**config.mk**
```make
export PLATFORM = sky130hd
export DESIGN_NAME = mms_ctrl
export DESIGN_NICKNAME = d
export VERILOG_FILES = /design/src/rtl/assert_macros.svh /design/src/rtl/mms_pkg.sv /design/src/rtl/mms_ctrl.sv
export SDC_FILE = /design/constraint.sdc
export NUM_CORES = 1
export LEC_CHECK = 0
export BUFFER_PORTS_ARGS = -buffer_cell sky130_fd_sc_hd__buf_2
export CORE_AREA = 10 10 47 49
export CTS_CLUSTER_SIZE = 14
export DETAILED_ROUTE_END_ITERATION = 12
export DIE_AREA = 0 0 57 59
export PLACE_DENSITY_LB_ADDON = 0.08
export RECOVER_POWER = 25
export SYNTH_ARGS = -nofsm -noshare
export SYNTH_HDL_FRONTEND = slang
export SYNTH_SLANG_ARGS = --single-unit
```
**constraint.sdc**
```tcl
create_clock -name clk -period 1.2 [get_ports clk]
set_input_delay 0.12 -clock clk [delete_from_list [all_inputs] [get_ports clk]]
set_output_delay 0.12 -clock clk [all_outputs]
set_load 0.1 [all_outputs]
```
**src/rtl/assert_macros.svh**
```systemverilog
// Assertion macros for the RTL of the min/max stack.
// No dependencies; compiled out when SYNTHESIS is defined.
`ifndef ASSERT_MACROS_SVH
`define ASSERT_MACROS_SVH
`ifndef SYNTHESIS
`define ASSERT_RST(label, clk, rst_n, prop) \
  label: assert property (@(posedge clk) disable iff (!rst_n) prop) \
    else $error("assertion failed");
`define ASSERT_ALWAYS(label, clk, prop) \
  label: assert property (@(posedge clk) prop) else $error("assertion failed");
`else
`define ASSERT_RST(label, clk, rst_n, prop)
`define ASSERT_ALWAYS(label, clk, prop)
`endif
`endif

```
**src/rtl/mms_pkg.sv**
```systemverilog
// Types and constants of the min/max stack.
// No dependencies; used by mms_ctrl, mms_dpath and min_max_stack.
package mms_pkg;

  typedef enum logic [1:0] {
    ACT_PUSH     = 2'd0,
    ACT_POP      = 2'd1,
    ACT_LARGEST  = 2'd2,
    ACT_SMALLEST = 2'd3
  } action_t;

  typedef enum logic [1:0] {
    STAT_LARGEST  = 2'd0,
    STAT_SMALLEST = 2'd1,
    STAT_FULL     = 2'd2
  } status_t;

  typedef enum logic {
    ST_IDLE = 1'b0,
    ST_LOAD = 1'b1
  } state_t;

  localparam int unsigned REG_MAX_FLOOR   = 0;
  localparam int unsigned REG_MIN_CEILING = 1;

  localparam logic signed [31:0] MAX_FLOOR_RST   = -32'sd1000000;
  localparam logic signed [31:0] MIN_CEILING_RST = 32'sd1000000;

  typedef struct packed {
    logic    push;      // write new top entry
    logic    pop;       // drop top, start read of entry below
    logic    load;      // take read data as new top
    logic    res_load;  // capture a result word
    status_t res_status;
  } cmd_t;

  typedef struct packed {
    logic empty;
    logic full;
  } sts_t;

endpackage

```
**src/rtl/mms_ctrl.sv**
```systemverilog
// Controller of the min/max stack: accept logic, pop reload sequencing,
// output valid. Depends on mms_pkg.
module mms_ctrl (
  input  logic           clk,
  input  logic           rst_n,
  input  logic           in_valid,
  input  logic [1:0]     in_action,
  output logic           in_stall,
  input  logic           out_stall,
  output logic           out_valid,
  input  mms_pkg::sts_t  sts,
  output mms_pkg::cmd_t  cmd
);
  import mms_pkg::*;

  state_t  state_r, state_nxt;
  logic    out_valid_r, out_valid_nxt;
  action_t act;
  logic    produces;
  logic    accept;

  assign act = action_t'(in_action);

  always_comb begin
    case (act)
      ACT_PUSH:                produces = sts.full;
      ACT_LARGEST, ACT_SMALLEST: produces = !sts.empty;
      default:                 produces = 1'b0;
    endcase
  end

  // Output register frees up in the same cycle it is taken.
  assign in_stall = (state_r == ST_LOAD) || (produces && out_valid_r && out_stall);
  assign accept   = in_valid && !in_stall;

  always_comb begin
    cmd            = '0;
    cmd.res_status = STAT_FULL;
    cmd.push       = accept && (act == ACT_PUSH) && !sts.full;
    cmd.pop        = accept && (act == ACT_POP) && !sts.empty;
    cmd.load       = (state_r == ST_LOAD);
    cmd.res_load   = accept && produces;
    case (act)
      ACT_LARGEST:  cmd.res_status = STAT_LARGEST;
      ACT_SMALLEST: cmd.res_status = STAT_SMALLEST;
      default:      cmd.res_status = STAT_FULL;
    endcase
  end

  always_comb begin
    state_nxt = state_r;
    case (state_r)
      ST_IDLE: if (cmd.pop) state_nxt = ST_LOAD;
      ST_LOAD: state_nxt = ST_IDLE;
      default: state_nxt = ST_IDLE;
    endcase
  end

  always_comb begin
    out_valid_nxt = out_valid_r && out_stall;
    if (cmd.res_load) out_valid_nxt = 1'b1;
  end

  always_ff @(posedge clk) begin
    if (!rst_n) begin
      state_r     <= ST_IDLE;
      out_valid_r <= 1'b0;
    end else begin
      state_r     <= state_nxt;
      out_valid_r <= out_valid_nxt;
    end
  end

  assign out_valid = out_valid_r;

endmodule

```
# Yosys cells after proc, flatten, opt, wreduce, memory -nomap -nowiden
# Cells that the tools add are included.
[word_totals]
ff_bits = 2
out_inout_bits = 8
[classes]
n_reduce_logical = 15
n_eq_ne = 3
bitwise_logic = 1
n_mux = 5
[ops]
columns = ["cell", "n"]
rows = [
  ["$logic_and A1 B1 Y1", 9],
  ["$eq A2 B2 Y1 const B", 2],
  ["$pmux W1 S2", 2],
  ["$pmux W2 S2", 1],
  ["$logic_not A1 Y1", 3],
  ["$eq A2 B1 Y1 const B", 1],
  ["$logic_not A2 Y1", 1],
  ["$mux W1", 2],
  ["$reduce_or A2 Y1", 1],
  ["$logic_or A1 B1 Y1", 1],
  ["$not A1 Y1", 1],
]

# Longest topological paths before layout
[depth]
depth_word = 12
mapped_depth = 3

# Least setup slack after synthesis
# No wires, ideal clock.
[synth_timing]
path_kind = "register to output"
start = "reg state_r"
end = "out cmd[5] (netlist name)"
arrival_ns = 3.257
path_slack_ns = -2.177
n_path_buf = 0
required_time_ns = 1.080
path_stages_with_launch = 3
cell_sequence = "dfxtp_1 nand2b_4 nor4_1"
[synth_lines]
columns = ["element", "line", "rtl"]
rows = [
  ["start: declaration", "mms_ctrl.sv:16", "state_t state_r, state_nxt;"],
  ["start signal: assignment", "mms_ctrl.sv:69", "state_r <= state_nxt;"],
  ["end: declaration", "mms_ctrl.sv:12", "output mms_pkg::cmd_t cmd"],
]

==> flow_metrics.env <==
export IMPL_status="finished, violations left"
export IMPL_violations="setup timing"
export IMPL_clockBufferDepth=2
export IMPL_cts_htree_levels=1
export IMPL_vias=195
export IMPL_required_ps=1080
export IMPL_die_x_um=57
export IMPL_rows=14
export IMPL_min_delay_path_class="input pin to flip-flop"
export IMPL_synth_seq_area_share_pct=25.4
export IMPL_syn2layout_area_growth_pct=199
export IMPL_syn_area_um2=158
export IMPL_cts_tree="yes"
export IMPL_avgSynthCellArea_um2=9.27
export IMPL_post_drt_wl_per_cell_um=11.5
export IMPL_vdd_ir_drop_max_v=0.000483
export IMPL_syn_nets=25
export IMPL_end_kind="output port"
export IMPL_cap_viol_max_count=0
export IMPL_cts_inserted_buffers=3
export IMPL_fin_skew_ps=4.28
export IMPL_ys_warn_count=0
export IMPL_grt_pass1_vias=236
export IMPL_final_cells=52
export IMPL_synth_top_family_by_area="simple AND/OR/NAND/NOR gates"
export IMPL_synth_seq_cells=2
export IMPL_cts_root_buffer="clkbuf_4"
export IMPL_drive_gt1_share_pct=80.6
export IMPL_vias_per_cell=3.75
export IMPL_synth_compound_area_share_pct=19.8
export IMPL_fp_dieH_um=59
export IMPL_antenna_cells=0
export IMPL_netlist_instances=17
export IMPL_maxSlewViolCount=0
export IMPL_period_minus_slack_ps=1330
export IMPL_fin_ws_ps=-128
export IMPL_cts_hold_buffers=0
export IMPL_drtIter0Drc=3
export IMPL_final_hold_viol_count=0
export IMPL_port_buffers=15
export IMPL_path_class="flip-flop to output port"
export IMPL_synth_xor_area_share_pct=0
export IMPL_mostFrequentLayoutCell="buf_12"
export IMPL_max_freq_mhz=753
export IMPL_finalSetupViolCount=3
export IMPL_grt_max_degree=7
export IMPL_hold_slack_ps=104
export IMPL_drtAntennaViolNets=0
export IMPL_post_cts_buffers=0
export IMPL_cts_sinks=2
export IMPL_post_route_util_pct=33.7
export IMPL_ys_types=15
export IMPL_worst_pin_slew_ps=286
export IMPL_cp_max_fo=3
export IMPL_nets=45
export IMPL_yosys_area_share_adder_pct=0
export IMPL_antenna_found_initial=0
export IMPL_arrival_ps=1210
export IMPL_clk_latency_ps=230
export IMPL_synth_simple_area_share_pct=47.6
export IMPL_setup_tns_ps=-277
export IMPL_place_inst=48
export IMPL_totalWireLength_um=597
export IMPL_grt_pass1_wl_um=959
export IMPL_drt_pre_antenna_iters=2
export IMPL_io_pins=16
export IMPL_muxShareOfSynthArea_pct=0
export IMPL_maxSlewHeadroom_pct=80.8
export IMPL_globalRouteOverflowTotal=0
export IMPL_start_util_pct=11.2
export IMPL_rsz0062_at_grt="true"
export IMPL_p_leak_nw=0.199
export IMPL_clkTransAtPathRegs_ps=30
export IMPL_place_congestion=0.592
export IMPL_track_usage_pct=3.83
export IMPL_fill_cells=152
export IMPL_startpoint_type="flip-flop"
export IMPL_fin_crit_sh_pct=111
export IMPL_dieArea_um2=3360
export IMPL_powerDensity_nw_per_um2=916
export IMPL_core_um2=1400
export IMPL_layout_common_cells="8 x buf_12, 7 x buf_2, 3 x clkbuf_4"
export IMPL_drc_errors=0
-- cell type report --
cell class                      count  area (um^2)  area share (%)
Inverter                            1         3.75           0.796
Tap cell                           16         20.0            4.24
Sequential cell                     2         45.0            9.55
Multi-Input combinational cell     13          174            36.9
Clock buffer                        4         26.3            5.57
Timing Repair Buffer               16          203            43.0
-- repair_timing --
action,CTS,global route
pin swaps,1,1
endpoints found under the hold margin,0,0
setup endpoints to repair,3,4
resized for setup,1,2
-- cell families (layout without fill, tap and decap cells) --
kind of cell,count (synthesis),after routing
simple gates,9,9
compound gates,4,4
flops,2,2
buf+inv,2,21
-- cell usage after synthesis --
| master | instances | area [um^2] |
|---|---|---|
| a21boi_1 | 1 | 7.51 |
| a21oi_1 | 1 | 5.00 |
| and2_1 | 2 | 12.5 |
| and2b_1 | 1 | 7.51 |
| buf_4 | 1 | 7.51 |
| dfxtp_1 | 2 | 40.0 |
| inv_1 | 1 | 3.75 |
| nand2_1 | 1 | 3.75 |
| nand2b_4 | 1 | 13.8 |
| nor2_1 | 1 | 3.75 |
| nor3b_2 | 1 | 12.5 |
| nor4_1 | 1 | 6.26 |
| nor4b_2 | 1 | 15.0 |
| o21bai_1 | 1 | 7.51 |
| o21bai_2 | 1 | 11.3 |
-- report_power, final --
| part | leakage (nW) | switching, mW | internal [mW] |
|---|---|---|---|
| Sequential | 0.0175 | 0.00408 | 0.0685 |
| Clock | 0.0150 | 0.0475 | 0.124 |
| Combinational | 0.166 | 0.118 | 0.0694 |
-- path summary, 6_finish.rpt --
kind | startpoint | end | slack (ps) | cells after the start
worst max-delay path | state_r | cmd[2] | -130 | 4
worst min-delay path | rst_n | state_r | 100 | 2
worst max register to register | state_r | state_r | 220 | 3
worst min register to register | out_valid | out_valid | 530 | 2
-- critical path: stages, from the launching register on --
cell and delay, ps:
dfxtp_2 310, nand2b_4 160, o21bai_4 190, a21oi_4 140, buf_12 180
-- metal layers --
metal | vias up | GRT usage, % | share of wire [%]
met3 | 2 | 1.72 | 7.2
met4 | 0 | 6.04 | 2.8
li1 | 98 | - | -
met5 | - | 0 | 0
met1 | 85 | 3.42 | 39
met2 | 10 | 5.27 | 50
-- stage by stage --
| stage | instance area (um^2) | total power, mW | setup WS, ps |
|---|---|---|---|
| finish | 472 | 0.432 | -128 |
| global route | 472 | 0.463 | -182 |
| CTS | 464 | 0.440 | -149 |
| detailed placement | 430 | 0.257 | 66.1 |
| global placement | 430 | 0.257 | 61.4 |
| floorplan | 215 | 0.182 | -616 |
-- flip-flops by register name, summed over array words and instances (netlist names) --
signal / cells
out_valid: 1
state_r: 1
Power figures use the tool's default switching activity.
